===== config.mk =====
export PLATFORM = sky130hd
export DESIGN_NAME = polyline_near_clip_project_top
export DESIGN_NICKNAME = d
export VERILOG_FILES = /design/src/sv/pnc_pkg.sv /design/src/sv/pnc_div.sv /design/src/sv/pnc_core.sv /design/src/sv/polyline_near_clip_project_top.sv
export VERILOG_INCLUDE_DIRS = /design/src /design/src/sv
export SDC_FILE = /design/constraint.sdc
export NUM_CORES = 2
export LEC_CHECK = 0
export ABC_AREA = 1
export BUFFER_PORTS_ARGS = -buffer_cell sky130_fd_sc_hd__buf_2
export CORE_ASPECT_RATIO = 1.5
export CORE_MARGIN = 2
export CORE_UTILIZATION = 53
export DETAILED_ROUTE_END_ITERATION = 7
export PLACE_DENSITY = 0.7
export SLEW_MARGIN = 20
export SYNTH_ARGS = -nofsm -noshare
export SYNTH_HDL_FRONTEND = slang
export SYNTH_SLANG_ARGS = --single-unit

===== constraint.sdc =====
create_clock -name clk_i -period 30.3 [get_ports clk_i]
set_input_delay 7.575 -clock clk_i [delete_from_list [all_inputs] [get_ports clk_i]]
set_output_delay 7.575 -clock clk_i [all_outputs]
set_load 0.01 [all_outputs]

===== src/sv/polyline_near_clip_project_top_assert.svh =====
// Assertion macros for the polyline near-clip projector.
// Used by pnc_core; expects clk_i and rst_ni in scope.
`ifndef POLYLINE_NEAR_CLIP_PROJECT_TOP_ASSERT_SVH
`define POLYLINE_NEAR_CLIP_PROJECT_TOP_ASSERT_SVH

// property checked every clock, off during reset
`define PNC_ASSERT(lbl, prop, msg) \
  lbl: assert property (@(posedge clk_i) disable iff (!rst_ni) prop) else $error(msg);

// antecedent now, consequent in the next clock
`define PNC_ASSERT_NEXT(lbl, ante, cons, msg) \
  lbl: assert property (@(posedge clk_i) disable iff (!rst_ni) (ante) |=> (cons)) else $error(msg);

`endif


===== src/sv/pnc_pkg.sv =====
// Shared types, constants and the outcode function of the near-clip projector.
// No dependencies.
package pnc_pkg;

  localparam int COORD_W = 32;
  localparam int FRAC_W  = 16;
  localparam int SHADE_W = 32;
  localparam int FAR_W   = 31;
  localparam int NEAR_W  = 17;
  localparam int DVD_W   = 2 * COORD_W + 1;
  localparam int DVS_W   = COORD_W + 1;
  localparam int CNT_W   = $clog2(DVD_W + 1);
  localparam int ADDR_W  = 3;
  localparam int DATA_W  = 32;

  localparam logic [FAR_W-1:0]  FAR_RESET  = FAR_W'(8 << FRAC_W);
  localparam logic [NEAR_W-1:0] NEAR_RESET = NEAR_W'(1 << (FRAC_W - 8));

  localparam logic REG_FAR  = 1'b0;
  localparam logic REG_NEAR = 1'b1;

  typedef enum logic [1:0] {
    KIND_BEGIN = 2'd0,
    KIND_POINT = 2'd1,
    KIND_END   = 2'd2
  } kind_e;

  typedef struct packed {
    logic [COORD_W-1:0] x;
    logic [COORD_W-1:0] y;
    logic [COORD_W-1:0] z;
    logic [COORD_W-1:0] w;
  } vtx_t;

  typedef struct packed {
    logic [FAR_W-1:0]  far_limit;
    logic [NEAR_W-1:0] near_eff;
  } cfg_t;

  typedef struct packed {
    logic             start;
    logic [DVD_W-1:0] dividend;
    logic [DVS_W-1:0] divisor;
  } div_req_t;

  typedef struct packed {
    logic             busy;
    logic             done;
    logic [DVD_W-1:0] quotient;
  } div_rsp_t;

  function automatic logic [5:0] outcode(vtx_t v, logic [FAR_W-1:0] far_lim,
                                         logic [NEAR_W-1:0] nr);
    logic signed [COORD_W+1:0] xe, ye, we, nw;
    logic signed [COORD_W:0]   ze, fe, w1, ne;
    logic [5:0]                oc;
    xe = {{2{v.x[COORD_W-1]}}, v.x};
    ye = {{2{v.y[COORD_W-1]}}, v.y};
    we = {{2{v.w[COORD_W-1]}}, v.w};
    nw = -we;
    ze = {v.z[COORD_W-1], v.z};
    fe = (COORD_W+1)'(far_lim);
    w1 = {v.w[COORD_W-1], v.w};
    ne = (COORD_W+1)'(nr);
    oc[0] = xe > we;
    oc[1] = xe < nw;
    oc[2] = ye > we;
    oc[3] = ye < nw;
    oc[4] = ze > fe;
    oc[5] = w1 < ne;
    return oc;
  endfunction

endpackage


===== src/sv/pnc_div.sv =====
// Shared radix-2 restoring divider, one quotient bit per cycle.
// Depends on pnc_pkg for widths and the request/response structs.
module pnc_div (
  input  logic              clk_i,
  input  logic              rst_ni,
  input  pnc_pkg::div_req_t req_i,
  output pnc_pkg::div_rsp_t rsp_o
);

  logic                        busy_q, busy_d;
  logic                        done_q, done_d;
  logic [pnc_pkg::CNT_W-1:0]   cnt_q, cnt_d;
  logic [pnc_pkg::DVS_W-1:0]   rem_q, rem_d;
  logic [pnc_pkg::DVS_W-1:0]   dvs_q, dvs_d;
  logic [pnc_pkg::DVD_W-1:0]   quo_q, quo_d;
  logic [pnc_pkg::DVS_W:0]     sh, diff;

  always_comb begin
    busy_d = busy_q;
    done_d = 1'b0;
    cnt_d  = cnt_q;
    rem_d  = rem_q;
    dvs_d  = dvs_q;
    quo_d  = quo_q;
    sh     = {rem_q, quo_q[pnc_pkg::DVD_W-1]};
    diff   = sh - {1'b0, dvs_q};
    if (req_i.start) begin
      busy_d = 1'b1;
      cnt_d  = '0;
      rem_d  = '0;
      dvs_d  = req_i.divisor;
      quo_d  = req_i.dividend;
    end else if (busy_q) begin
      if (!diff[pnc_pkg::DVS_W]) begin
        rem_d = diff[pnc_pkg::DVS_W-1:0];
        quo_d = {quo_q[pnc_pkg::DVD_W-2:0], 1'b1};
      end else begin
        rem_d = sh[pnc_pkg::DVS_W-1:0];
        quo_d = {quo_q[pnc_pkg::DVD_W-2:0], 1'b0};
      end
      cnt_d = cnt_q + 1'b1;
      if (cnt_q == pnc_pkg::CNT_W'(pnc_pkg::DVD_W - 1)) begin
        busy_d = 1'b0;
        done_d = 1'b1;
      end
    end
  end

  always_ff @(posedge clk_i or negedge rst_ni) begin
    if (!rst_ni) begin
      busy_q <= 1'b0;
      done_q <= 1'b0;
      cnt_q  <= '0;
    end else begin
      busy_q <= busy_d;
      done_q <= done_d;
      cnt_q  <= cnt_d;
    end
  end

  always_ff @(posedge clk_i) begin
    rem_q <= rem_d;
    dvs_q <= dvs_d;
    quo_q <= quo_d;
  end

  assign rsp_o.busy     = busy_q;
  assign rsp_o.done     = done_q;
  assign rsp_o.quotient = quo_q;

endmodule


===== src/sv/pnc_core.sv =====
// Sequencer and datapath: outcodes, near clipping, projection, output word register.
// Depends on pnc_pkg and drives the shared divider pnc_div through structs.
`include "polyline_near_clip_project_top_assert.svh"

module pnc_core (
  input  logic                         clk_i,
  input  logic                         rst_ni,
  input  pnc_pkg::cfg_t                cfg_i,
  input  logic                         in_valid_i,
  output logic                         in_stall_o,
  input  logic                         first_vertex_i,
  input  logic                         end_fragment_i,
  input  pnc_pkg::vtx_t                vtx_i,
  input  logic [pnc_pkg::SHADE_W-1:0]  shade_i,
  output logic                         out_valid_o,
  input  logic                         out_stall_i,
  output pnc_pkg::kind_e               kind_o,
  output logic [pnc_pkg::COORD_W-1:0]  screen_x_o,
  output logic [pnc_pkg::COORD_W-1:0]  screen_y_o,
  output logic [pnc_pkg::SHADE_W-1:0]  out_shade_o,
  output logic                         last_of_run_o,
  output pnc_pkg::div_req_t            div_req_o,
  input  pnc_pkg::div_rsp_t            div_rsp_i
);

  localparam int CW = pnc_pkg::COORD_W;

  typedef enum logic [12:0] {
    ST_IDLE   = 13'b0000000000001,
    ST_DECIDE = 13'b0000000000010,
    ST_SETUP  = 13'b0000000000100,
    ST_MUL    = 13'b0000000001000,
    ST_CGO    = 13'b0000000010000,
    ST_CWAIT  = 13'b0000000100000,
    ST_PGO    = 13'b0000001000000,
    ST_PWAIT  = 13'b0000010000000,
    ST_EMIT_B = 13'b0000100000000,
    ST_EMIT_P = 13'b0001000000000,
    ST_CLOSE  = 13'b0010000000000,
    ST_TAIL   = 13'b0100000000000,
    ST_FINAL  = 13'b1000000000000
  } state_e;

  state_e state_q, state_d;

  pnc_pkg::vtx_t cur_q, cur_d, prev_q, prev_d;
  logic first_q, first_d, endf_q, endf_d, start_q, start_d;
  logic open_q, open_d, have_prev_q, have_prev_d;
  logic end_q, end_d, k_q, k_d;
  logic [pnc_pkg::SHADE_W-1:0] shin_q, shin_d, held_q, held_d;
  logic [pnc_pkg::DVD_W-1:0] prod_q, prod_d;
  logic [CW:0] num_q, num_d;
  logic [CW-1:0] rx0_q, rx0_d, ry0_q, ry0_d, rx1_q, rx1_d, ry1_q, ry1_d;

  logic ovalid_q, ovalid_d, olast_q, olast_d;
  pnc_pkg::kind_e okind_q, okind_d;
  logic [CW-1:0] ox_q, ox_d, oy_q, oy_d;
  logic [pnc_pkg::SHADE_W-1:0] osh_q, osh_d;

  pnc_pkg::vtx_t e_v, o_v;
  logic [CW-1:0] e_k, o_k, owmn_l, sat_v;
  logic signed [CW:0] ek_x, ok_x, d_s, ew_x, ow_x, nr_x, owmn, cden;
  logic [CW:0] absd, absn;
  logic ew_ge, d_neg, ofree, reject;
  logic [pnc_pkg::DVD_W-1:0] prod_w, pdvd, q;
  logic [pnc_pkg::DVS_W-1:0] pdvs;
  logic [CW+2:0] oext, qz, c_w;
  logic [5:0] oc0, oc1;

  always_comb begin
    e_v    = end_q ? cur_q : prev_q;
    o_v    = end_q ? prev_q : cur_q;
    e_k    = k_q ? e_v.y : e_v.x;
    o_k    = k_q ? o_v.y : o_v.x;
    ek_x   = {e_k[CW-1], e_k};
    ok_x   = {o_k[CW-1], o_k};
    ew_x   = {e_v.w[CW-1], e_v.w};
    ow_x   = {o_v.w[CW-1], o_v.w};
    nr_x   = (CW+1)'(cfg_i.near_eff);
    ew_ge  = ew_x >= nr_x;
    d_s    = ek_x - ok_x;
    d_neg  = d_s[CW];
    absd   = d_neg ? -d_s : d_s;
    owmn   = ow_x - nr_x;
    owmn_l = owmn[CW-1:0];
    prod_w = absd * owmn_l;
    cden   = ow_x - ew_x;
    q      = div_rsp_i.quotient;
    oext   = {{2{ok_x[CW]}}, ok_x};
    qz     = (CW+3)'(q[CW:0]);
    c_w    = d_neg ? oext - qz : oext + qz;
    absn   = num_q[CW] ? -num_q : num_q;
    pdvd   = pnc_pkg::DVD_W'(absn) << pnc_pkg::FRAC_W;
    pdvs   = ew_ge ? pnc_pkg::DVS_W'(e_v.w) : pnc_pkg::DVS_W'(cfg_i.near_eff);
    if (num_q[CW]) begin
      if ((|q[pnc_pkg::DVD_W-1:CW]) || (q[CW-1] && (|q[CW-2:0])))
        sat_v = {1'b1, {(CW-1){1'b0}}};
      else
        sat_v = -q[CW-1:0];
    end else begin
      if (|q[pnc_pkg::DVD_W-1:CW-1])
        sat_v = {1'b0, {(CW-1){1'b1}}};
      else
        sat_v = q[CW-1:0];
    end
    oc0    = pnc_pkg::outcode(prev_q, cfg_i.far_limit, cfg_i.near_eff);
    oc1    = pnc_pkg::outcode(cur_q, cfg_i.far_limit, cfg_i.near_eff);
    reject = |(oc0 & oc1);
    ofree  = !ovalid_q || !out_stall_i;
  end

  always_comb begin
    state_d     = state_q;
    cur_d       = cur_q;
    prev_d      = prev_q;
    first_d     = first_q;
    endf_d      = endf_q;
    start_d     = start_q;
    open_d      = open_q;
    have_prev_d = have_prev_q;
    end_d       = end_q;
    k_d         = k_q;
    shin_d      = shin_q;
    held_d      = held_q;
    prod_d      = prod_q;
    num_d       = num_q;
    rx0_d       = rx0_q;
    ry0_d       = ry0_q;
    rx1_d       = rx1_q;
    ry1_d       = ry1_q;
    ovalid_d    = ovalid_q && out_stall_i;
    okind_d     = okind_q;
    ox_d        = ox_q;
    oy_d        = oy_q;
    osh_d       = osh_q;
    olast_d     = olast_q;

    case (state_q)
      ST_IDLE: begin
        if (in_valid_i) begin
          cur_d   = vtx_i;
          first_d = first_vertex_i;
          endf_d  = end_fragment_i;
          shin_d  = shade_i;
          state_d = ST_DECIDE;
        end
      end
      ST_DECIDE: begin
        end_d = 1'b0;
        k_d   = 1'b0;
        if (first_q || !have_prev_q) begin
          start_d     = 1'b1;
          have_prev_d = 1'b1;
          state_d     = open_q ? ST_CLOSE : ST_TAIL;
        end else begin
          start_d = 1'b0;
          if (reject) state_d = open_q ? ST_CLOSE : ST_TAIL;
          else        state_d = ST_SETUP;
        end
      end
      ST_SETUP: begin
        if (ew_ge) begin
          num_d   = ek_x;
          state_d = ST_PGO;
        end else begin
          state_d = ST_MUL;
        end
      end
      ST_MUL: begin
        prod_d  = prod_w;
        state_d = ST_CGO;
      end
      ST_CGO: state_d = ST_CWAIT;
      ST_CWAIT: begin
        if (div_rsp_i.done) begin
          num_d   = c_w[CW:0];
          state_d = ST_PGO;
        end
      end
      ST_PGO: state_d = ST_PWAIT;
      ST_PWAIT: begin
        if (div_rsp_i.done) begin
          case ({end_q, k_q})
            2'b00:   rx0_d = sat_v;
            2'b01:   ry0_d = sat_v;
            2'b10:   rx1_d = sat_v;
            default: ry1_d = sat_v;
          endcase
          if (!k_q) begin
            k_d     = 1'b1;
            state_d = ST_SETUP;
          end else if (!end_q) begin
            end_d   = 1'b1;
            k_d     = 1'b0;
            state_d = ST_SETUP;
          end else begin
            state_d = open_q ? ST_EMIT_P : ST_EMIT_B;
          end
        end
      end
      ST_EMIT_B: begin
        if (ofree) begin
          ovalid_d = 1'b1;
          okind_d  = pnc_pkg::KIND_BEGIN;
          ox_d     = rx0_q;
          oy_d     = ry0_q;
          osh_d    = held_q;
          olast_d  = 1'b0;
          open_d   = 1'b1;
          state_d  = ST_EMIT_P;
        end
      end
      ST_EMIT_P: begin
        if (ofree) begin
          ovalid_d = 1'b1;
          okind_d  = pnc_pkg::KIND_POINT;
          ox_d     = rx1_q;
          oy_d     = ry1_q;
          osh_d    = held_q;
          olast_d  = !endf_q;
          state_d  = ST_TAIL;
        end
      end
      ST_CLOSE: begin
        if (ofree) begin
          ovalid_d = 1'b1;
          okind_d  = pnc_pkg::KIND_END;
          ox_d     = '0;
          oy_d     = '0;
          osh_d    = held_q;
          olast_d  = 1'b1;
          open_d   = 1'b0;
          state_d  = ST_TAIL;
        end
      end
      ST_TAIL: begin
        prev_d = cur_q;
        if (start_q) held_d = shin_q;
        if (endf_q && open_q) begin
          state_d = ST_FINAL;
        end else begin
          if (endf_q) have_prev_d = 1'b0;
          state_d = ST_IDLE;
        end
      end
      ST_FINAL: begin
        if (ofree) begin
          ovalid_d    = 1'b1;
          okind_d     = pnc_pkg::KIND_END;
          ox_d        = '0;
          oy_d        = '0;
          osh_d       = held_q;
          olast_d     = 1'b1;
          open_d      = 1'b0;
          have_prev_d = 1'b0;
          state_d     = ST_IDLE;
        end
      end
      default: state_d = ST_IDLE;
    endcase
  end

  always_ff @(posedge clk_i or negedge rst_ni) begin
    if (!rst_ni) begin
      state_q     <= ST_IDLE;
      prev_q      <= '0;
      open_q      <= 1'b0;
      have_prev_q <= 1'b0;
      held_q      <= '0;
      ovalid_q    <= 1'b0;
    end else begin
      state_q     <= state_d;
      prev_q      <= prev_d;
      open_q      <= open_d;
      have_prev_q <= have_prev_d;
      held_q      <= held_d;
      ovalid_q    <= ovalid_d;
    end
  end

  always_ff @(posedge clk_i) begin
    cur_q   <= cur_d;
    first_q <= first_d;
    endf_q  <= endf_d;
    start_q <= start_d;
    end_q   <= end_d;
    k_q     <= k_d;
    shin_q  <= shin_d;
    prod_q  <= prod_d;
    num_q   <= num_d;
    rx0_q   <= rx0_d;
    ry0_q   <= ry0_d;
    rx1_q   <= rx1_d;
    ry1_q   <= ry1_d;
    okind_q <= okind_d;
    ox_q    <= ox_d;
    oy_q    <= oy_d;
    osh_q   <= osh_d;
    olast_q <= olast_d;
  end

  always_comb begin
    div_req_o.start    = (state_q == ST_CGO) || (state_q == ST_PGO);
    div_req_o.dividend = (state_q == ST_CGO) ? prod_q : pdvd;
    div_req_o.divisor  = (state_q == ST_CGO) ? cden : pdvs;
  end

  assign in_stall_o    = (state_q != ST_IDLE);
  assign out_valid_o   = ovalid_q;
  assign kind_o        = okind_q;
  assign screen_x_o    = ox_q;
  assign screen_y_o    = oy_q;
  assign out_shade_o   = osh_q;
  assign last_of_run_o = olast_q;

  `PNC_ASSERT(a_open_has_prev, open_q |-> have_prev_q, "shape open without a previous vertex")
  `PNC_ASSERT_NEXT(a_accept_decide, in_valid_i && !in_stall_o, state_q == ST_DECIDE, "accept did not start decode")
  `PNC_ASSERT(a_div_free, div_req_o.start |-> !div_rsp_i.busy, "divider started while busy")

endmodule


===== src/sv/polyline_near_clip_project_top.sv =====
// Top level of the polyline near-clip projector: APB registers, core, shared divider.
// Depends on pnc_pkg, pnc_div and pnc_core.
//
//   channel  dir  handshake             payload
//   in       in   in_valid_i/in_stall_o  first_vertex, end_fragment, vx..vw, shade
//   out      out  out_valid_o/out_stall_i kind, screen_x, screen_y, out_shade, last_of_run
//   apb      in   psel/penable/pready    paddr, pwdata, prdata (far_limit @0, near_plane @4)
//
// Each division runs on the single radix-2 divider (65 quotient bits).
// Segment without clipping: 4 divisions; with a clipped end: 6 divisions plus 2 multiplies.
// One word in work at a time; in_stall_o is high from the cycle after accept until idle.
// A stalled output holds the sequencer in its emit state; reset is asynchronous, active low.
module polyline_near_clip_project_top (
  input  logic                          clk_i,
  input  logic                          rst_ni,
  input  logic                          psel,
  input  logic                          penable,
  input  logic                          pwrite,
  input  logic [pnc_pkg::ADDR_W-1:0]    paddr,
  input  logic [pnc_pkg::DATA_W-1:0]    pwdata,
  output logic [pnc_pkg::DATA_W-1:0]    prdata,
  output logic                          pready,
  input  logic                          in_valid_i,
  output logic                          in_stall_o,
  input  logic                          first_vertex_i,
  input  logic                          end_fragment_i,
  input  logic signed [pnc_pkg::COORD_W-1:0] vx_i,
  input  logic signed [pnc_pkg::COORD_W-1:0] vy_i,
  input  logic signed [pnc_pkg::COORD_W-1:0] vz_i,
  input  logic signed [pnc_pkg::COORD_W-1:0] vw_i,
  input  logic [pnc_pkg::SHADE_W-1:0]   shade_i,
  output logic                          out_valid_o,
  input  logic                          out_stall_i,
  output logic [1:0]                    kind_o,
  output logic signed [pnc_pkg::COORD_W-1:0] screen_x_o,
  output logic signed [pnc_pkg::COORD_W-1:0] screen_y_o,
  output logic [pnc_pkg::SHADE_W-1:0]   out_shade_o,
  output logic                          last_of_run_o
);

  logic [pnc_pkg::FAR_W-1:0]  far_q, far_d;
  logic [pnc_pkg::NEAR_W-1:0] near_q, near_d;
  logic                       wr_en;
  pnc_pkg::cfg_t              cfg;
  pnc_pkg::vtx_t              vtx;
  pnc_pkg::div_req_t          div_req;
  pnc_pkg::div_rsp_t          div_rsp;
  pnc_pkg::kind_e             kind;

  assign pready = 1'b1;
  assign wr_en  = psel && penable && pwrite && pready;

  always_comb begin
    far_d  = far_q;
    near_d = near_q;
    if (wr_en) begin
      if (paddr[2] == pnc_pkg::REG_FAR) far_d  = pwdata[pnc_pkg::FAR_W-1:0];
      else                              near_d = pwdata[pnc_pkg::NEAR_W-1:0];
    end
  end

  always_ff @(posedge clk_i or negedge rst_ni) begin
    if (!rst_ni) begin
      far_q  <= pnc_pkg::FAR_RESET;
      near_q <= pnc_pkg::NEAR_RESET;
    end else begin
      far_q  <= far_d;
      near_q <= near_d;
    end
  end

  assign prdata = (paddr[2] == pnc_pkg::REG_NEAR) ? pnc_pkg::DATA_W'(near_q)
                                                  : pnc_pkg::DATA_W'(far_q);

  // zero near plane acts as one LSB
  assign cfg.far_limit = far_q;
  assign cfg.near_eff  = (near_q == '0) ? pnc_pkg::NEAR_W'(1) : near_q;

  assign vtx.x = vx_i;
  assign vtx.y = vy_i;
  assign vtx.z = vz_i;
  assign vtx.w = vw_i;

  pnc_core u_core (
    .clk_i          (clk_i),
    .rst_ni         (rst_ni),
    .cfg_i          (cfg),
    .in_valid_i     (in_valid_i),
    .in_stall_o     (in_stall_o),
    .first_vertex_i (first_vertex_i),
    .end_fragment_i (end_fragment_i),
    .vtx_i          (vtx),
    .shade_i        (shade_i),
    .out_valid_o    (out_valid_o),
    .out_stall_i    (out_stall_i),
    .kind_o         (kind),
    .screen_x_o     (screen_x_o),
    .screen_y_o     (screen_y_o),
    .out_shade_o    (out_shade_o),
    .last_of_run_o  (last_of_run_o),
    .div_req_o      (div_req),
    .div_rsp_i      (div_rsp)
  );

  pnc_div u_div (
    .clk_i  (clk_i),
    .rst_ni (rst_ni),
    .req_i  (div_req),
    .rsp_o  (div_rsp)
  );

  assign kind_o = kind;

endmodule

; Word level (Yosys, flattened, before mapping)
; Index checks and enable logic that the tools add are counted.
[word_totals]
ff_bits = 854
latchBits = 0
mem_bits_rw = 0
romBits = 0
inputBits = 204
output_inout_bits = 134
elab_cells = 217
mem_count = 0
[classes]
addsub = 12
n_mul = 1
n_div = 0
order_cmp = 13
n_eq_ne = 30
n_shift = 0
muxes = 75
n_bitwise = 3
n_reduce_logical = 45
[op_table]
columns = operator, count
row1 = $mux 32, 11
row2 = $mux 128, 2
row3 = $mux 33, 7
row4 = $mux 65, 3
row5 = $gt 32x32->1, 6
row6 = $pmux 32 s3, 2
row7 = $pmux 13 s12, 1
row8 = $mux 13, 11
row9 = $lt 32x34->1, 4
row10 = $neg 32->34, 2
row11 = $neg 33->33, 2
row12 = $pmux 33 s2, 1
row13 = $sub 32x32->33, 2
row14 = $mul 33x32->65, 1
row15 = $lt 32x18->1, 2
row16 = $reduce_or 34->1, 1
row17 = $sub 34x33->34, 1
row18 = $add 32x33->33, 1
row19 = $reduce_or 33->1, 1
row20 = $sub 32x33->33, 1
row21 = $ge 32x18->1, 1
row22 = $neg 32->32, 1
row23 = $sub 32x18->32, 1
row24 = $mux 31, 1
row25 = other kinds (48), 113

; Logic depth before layout (Yosys ltp)
[logic_depth]
word_depth = 8
depth_mapped = 65
depth_no_buf = 58

; By module
; Synthesis repeated with hierarchy kept, for this count alone.
[unflattened]
hier_cells = 11394
hier_area_um2 = 92204.7
[modules_own_cells]
columns = mod, n_inst, cells_each, area_per_inst_um2, seq_area_each_um2
row1 = pnc_core, 1, 9897, 81244.2, 19119.6
row2 = pnc_div, 1, 1204, 8734.6, 3828.7
row3 = polyline_near_clip_project_top, 1, 293, 2225.9, 1203.7

; Worst setup path after synthesis
; No wires, ideal clock.
[synth_path]
path_kind = input to output
from = input port paddr[2] in the netlist's numbering
to = output port prdata[11] in the netlist's numbering
arrival_time_ps = 8288
t_required_ps = 22725
setup_slack_ps = 14437
cell_stages = 4
n_path_buf = 2
path_cell_list = clkbuf_1 clkbuf_1 nand2_1 o21ai_0
[synth_via]
elab_chain_len = 1
[synth_rtl]
columns = element, line_no
row1 = from (decl), polyline_near_clip_project_top.sv:19  ; input logic [pnc_pkg::ADDR_W-1:0] paddr,
row2 = $mux 31, polyline_near_clip_project_top.sv:72  ; assign prdata = (paddr[2] == pnc_pkg::REG_NEAR) ? pnc_pkg::DATA_W'(near_q)
row3 = to (decl), polyline_near_clip_project_top.sv:21  ; output logic [pnc_pkg::DATA_W-1:0] prdata,
; No other way between the ends.

; Worst setup path in the final report
[layout_path]
from = input port paddr[2] in the netlist's numbering
to = output port prdata[0] in the netlist's numbering
; The elaborated chain is that of the path after synthesis.

==> results.py <==
metrics = {
    "grt": {
        "track_usage_pct": 38.95,
        "grt_max_degree": 142,
        "antenna_found_initial": 20,
        "grt_pass1_wl_mm": 485.6,
        "overflow": 0,
        "grt_pass1_vias": 78067,
    },
    "job": {
        "cap_violations": 0,
    },
    "floorplan": {
        "die_area_mm2": 0.1707,
        "num_io_pins": 338,
        "die-width_um": 338.0,
        "start_util_pct": 53.42,
        "rows": 183,
        "dieHeight_um": 505.0,
        "core_area_mm2": 0.1660,
    },
    "routing": {
        "wl_met2_mm": 151.5,
        "drt_iter0_drc": 7016,
        "highest_layer": "met5",
        "post-route-drc-count": 0,
        "first_pass_iters": 8,
        "viasPerCell": 5.907,
        "avgRoutedWirePerCell_um": 25.54,
        "wl_met1_mm": 109.7,
        "ant_nets": 0,
        "met3_length_mm": 28.22,
        "routed_wirelength_mm": 329.4,
        "vias": 76184,
    },
    "placed_design": {
        "dp_slack_ns": 14.02,
        "place_hpwl_mm": 258.0,
        "portBuffers": 332,
        "routabilityCongestion": 1.075,
    },
    "worst_setup_path": {
        "crit_top_cell": "buf_2",
        "endpoint_kind": "output pin",
        "cpMaxStageDelayCell": "buf_2",
        "slowest_delay_ns": 0.62,
        "cp-start-kind": "primary input",
        "crit_buf_inv": 3,
        "cp.arrival_ns": 8.77,
        "critPathMaxFanout": 48,
        "critPathTopFamily": "buffers and inverters",
        "path_cells": "buf_2, inv_1, o21ai_0, buf_2",
        "required_ns": 22.73,
        "critical_path_class": "in2out",
    },
    "timing": {
        "setup_slack_ns": 13.96,
        "period_needed_ns": 16.34,
        "finalCritPeriodShare_pct": 53.94,
        "hold_viol_final": 0,
        "finalMaxSlewViolations": 0,
        "tightestPinTransition_ns": 1.186,
        "whs_ns": 0.4402,
        "slew_headroom_pct": 20.94,
        "setup_viol": 0,
        "setup_tns_ns": 0,
        "fmax_mhz": 61.19,
        "rsz0062_at_grt": "no",
        "clock_skew_ns": 0.09107,
    },
    "status": {
        "status": "complete, no violations",
    },
    "clock_tree": {
        "cts_hold_buf": 0,
        "clk_latency_ns": 0.74,
        "clk_pin_slew_worst_paths_ns": 0.07,
        "cts_buffers": 83,
        "cts_tree": "done",
        "cts_setup_buffers": 0,
        "post_cts_resized": 0,
        "htree_levels": 3,
        "cts_root_buffer": "clkbuf_16",
        "cts_buffer_depth": 3,
        "cts_sinks": 854,
    },
    "synthesis": {
        "yosysWarnings": 0,
        "synth.area.mux_share_pct": 0.4176,
        "ys_types": 76,
        "synthAdderAreaFrac_pct": 31.68,
        "ys_seq_elements": 854,
        "avgSynthCellArea_um2": 8.501,
        "syn_area_mm2": 0.08868,
        "synth_xor_area_share_pct": 3.132,
        "ys.flop_type": "edfxtp_1",
        "postSynth.asyncResetShare_pct": 27.28,
        "syn_nets": 12322,
        "synth_compound_area_share_pct": 10.38,
        "ys_seq_area_share_pct": 27.24,
        "syn_inst": 10431,
        "synthSimpleGateAreaFrac_pct": 17.69,
        "synth_edf_count": 588,
        "synth_top_family_by_area": "adder cells",
    },
    "layout": {
        "regArea_mm2": 0.02415,
        "fillCellCount": 14931,
        "final_layout_size_suffix_gt1_share_pct": 7.455,
        "multi_input_area_mm2": 0.05641,
        "fin_nets": 12486,
        "area_delta_synth_final_pct": 7.612,
    },
    "min_path": {
        "hold_class": "reg2reg",
    },
}
[cells in the mapped netlist, types with 33 or more instances]
library cell	count	share of area (%)
a21oi_1	504	2.8
a22o_1	65	0.64
a22oi_1	52	0.44
buf_2	103	0.58
clkbuf_1	226	0.96
dfrtp_1	230	6.5
dfxtp_1	33	0.74
edfxtp_1	588	20
fa_1	930	21
ha_1	757	11
inv_1	1754	7.4
nand2_1	1995	8.4
nand3_1	367	2.1
nand4_1	84	0.59
nor2_1	1109	4.7
nor3_1	85	0.48
nor4_1	42	0.30
o211ai_1	47	0.40
o21a_1	59	0.50
o21ai_0	613	3.5
o221ai_1	61	0.60
xnor2_1	85	0.84
xor2_1	221	2.2
[final timing paths]
path,cells after the start,endpoint,slack [ns],start
worst max register to register,48,u_core.prod_q[64],15.91,u_core.end_q
min in group asynchronous,1,u_core.prev_q[44],6.86,rst_ni
worst min register to register,0,u_core.out_shade_o[20],0.44,u_core.held_q[20]
worst max-delay path,4,prdata[0],13.96,paddr[2]
worst min-delay path,0,u_core.out_shade_o[20],0.44,u_core.held_q[20]
max in group asynchronous,3,u_core.state_q[1],21.38,rst_ni
[sequential cells by signal, summed over array words and instances (netlist names), 2 cells and up]
register	count
u_core.screen_x_o	32
u_core.screen_y_o	32
u_core.shin_q	32
u_core.state_q	13
u_core.cur_q	128
u_core.rx0_q	32
u_core.held_q	32
u_core.prod_q	65
near_q	17
u_core.prev_q	128
u_core.out_shade_o	32
u_core.num_q	33
u_div.dvs_q	33
u_core.ry1_q	32
u_div.quo_q	65
u_div.cnt_q	7
u_core.ry0_q	32
u_core.rx1_q	32
u_div.rem_q	33
far_q	31
u_core.kind_o	2
[metal layers]
metal,track usage [%],up-vias
li1,-,33874
met2,62.87,3902
met5,0,-
met1,41.81,36852
met4,37.31,16
met3,8.554,1540
[cell usage in the layout (no fill, tap or decap), drive strengths merged, types with 7 or more instances in the layout]
master	count
a211oi	8
a21boi	9
a21o	23
a21oi	512
a221oi	12
a22o	65
a22oi	52
a31oi	28
buf	448
clkbuf	107
clkinv	32
clkinvlp	9
dfrtp	230
dfxtp	33
diode	14
edfxtp	588
fa	930
ha	757
inv	1787
mux2	32
nand2	2034
nand3	374
nand3b	11
nand4	86
nor2	1135
nor3	97
nor4	43
o2111ai	7
o211ai	47
o21a	59
o21ai	637
o21bai	27
o221ai	61
o22ai	17
or2	14
xnor2	87
xor2	225
[layout make-up]
class                           count  share of cell area (%)
Antenna cell                       14                 0.03671
Clock buffer                      107                   2.369
Clock inverter                     47                  0.5153
Inverter                         1784                   7.020
Multi-Input combinational cell   7424                   59.12
Sequential cell                   854                   25.31
Tap cell                         2220                   2.911
Timing Repair Buffer              448                   2.725
[kinds of logic after synthesis]
kind of cell	after synthesis
muxes	33
AOI/OAI and AO/OA	1582
DFF	854
xor gates and xnor gates	312
adders and majority gates	1687
and+or+nand+nor	3808
buffers and inverters	2153
other	2
[metrics by stage]
step / area [um^2] / utilization (%) / std cells
2_1_floorplan: 88680 / - / 10431
5_1_grt: 95400 / 57.47 / 12886
4_1_cts: 95350 / 57.44 / 12882
3_5_place_dp: 92600 / 55.78 / 12728
3_3_place_gp: 92570 / 55.76 / 12727
6_report: 95430 / 57.49 / 12898
Power is not shown: default switching activity piles up to over one toggle a cycle in this logic, so the estimate is an artifact.
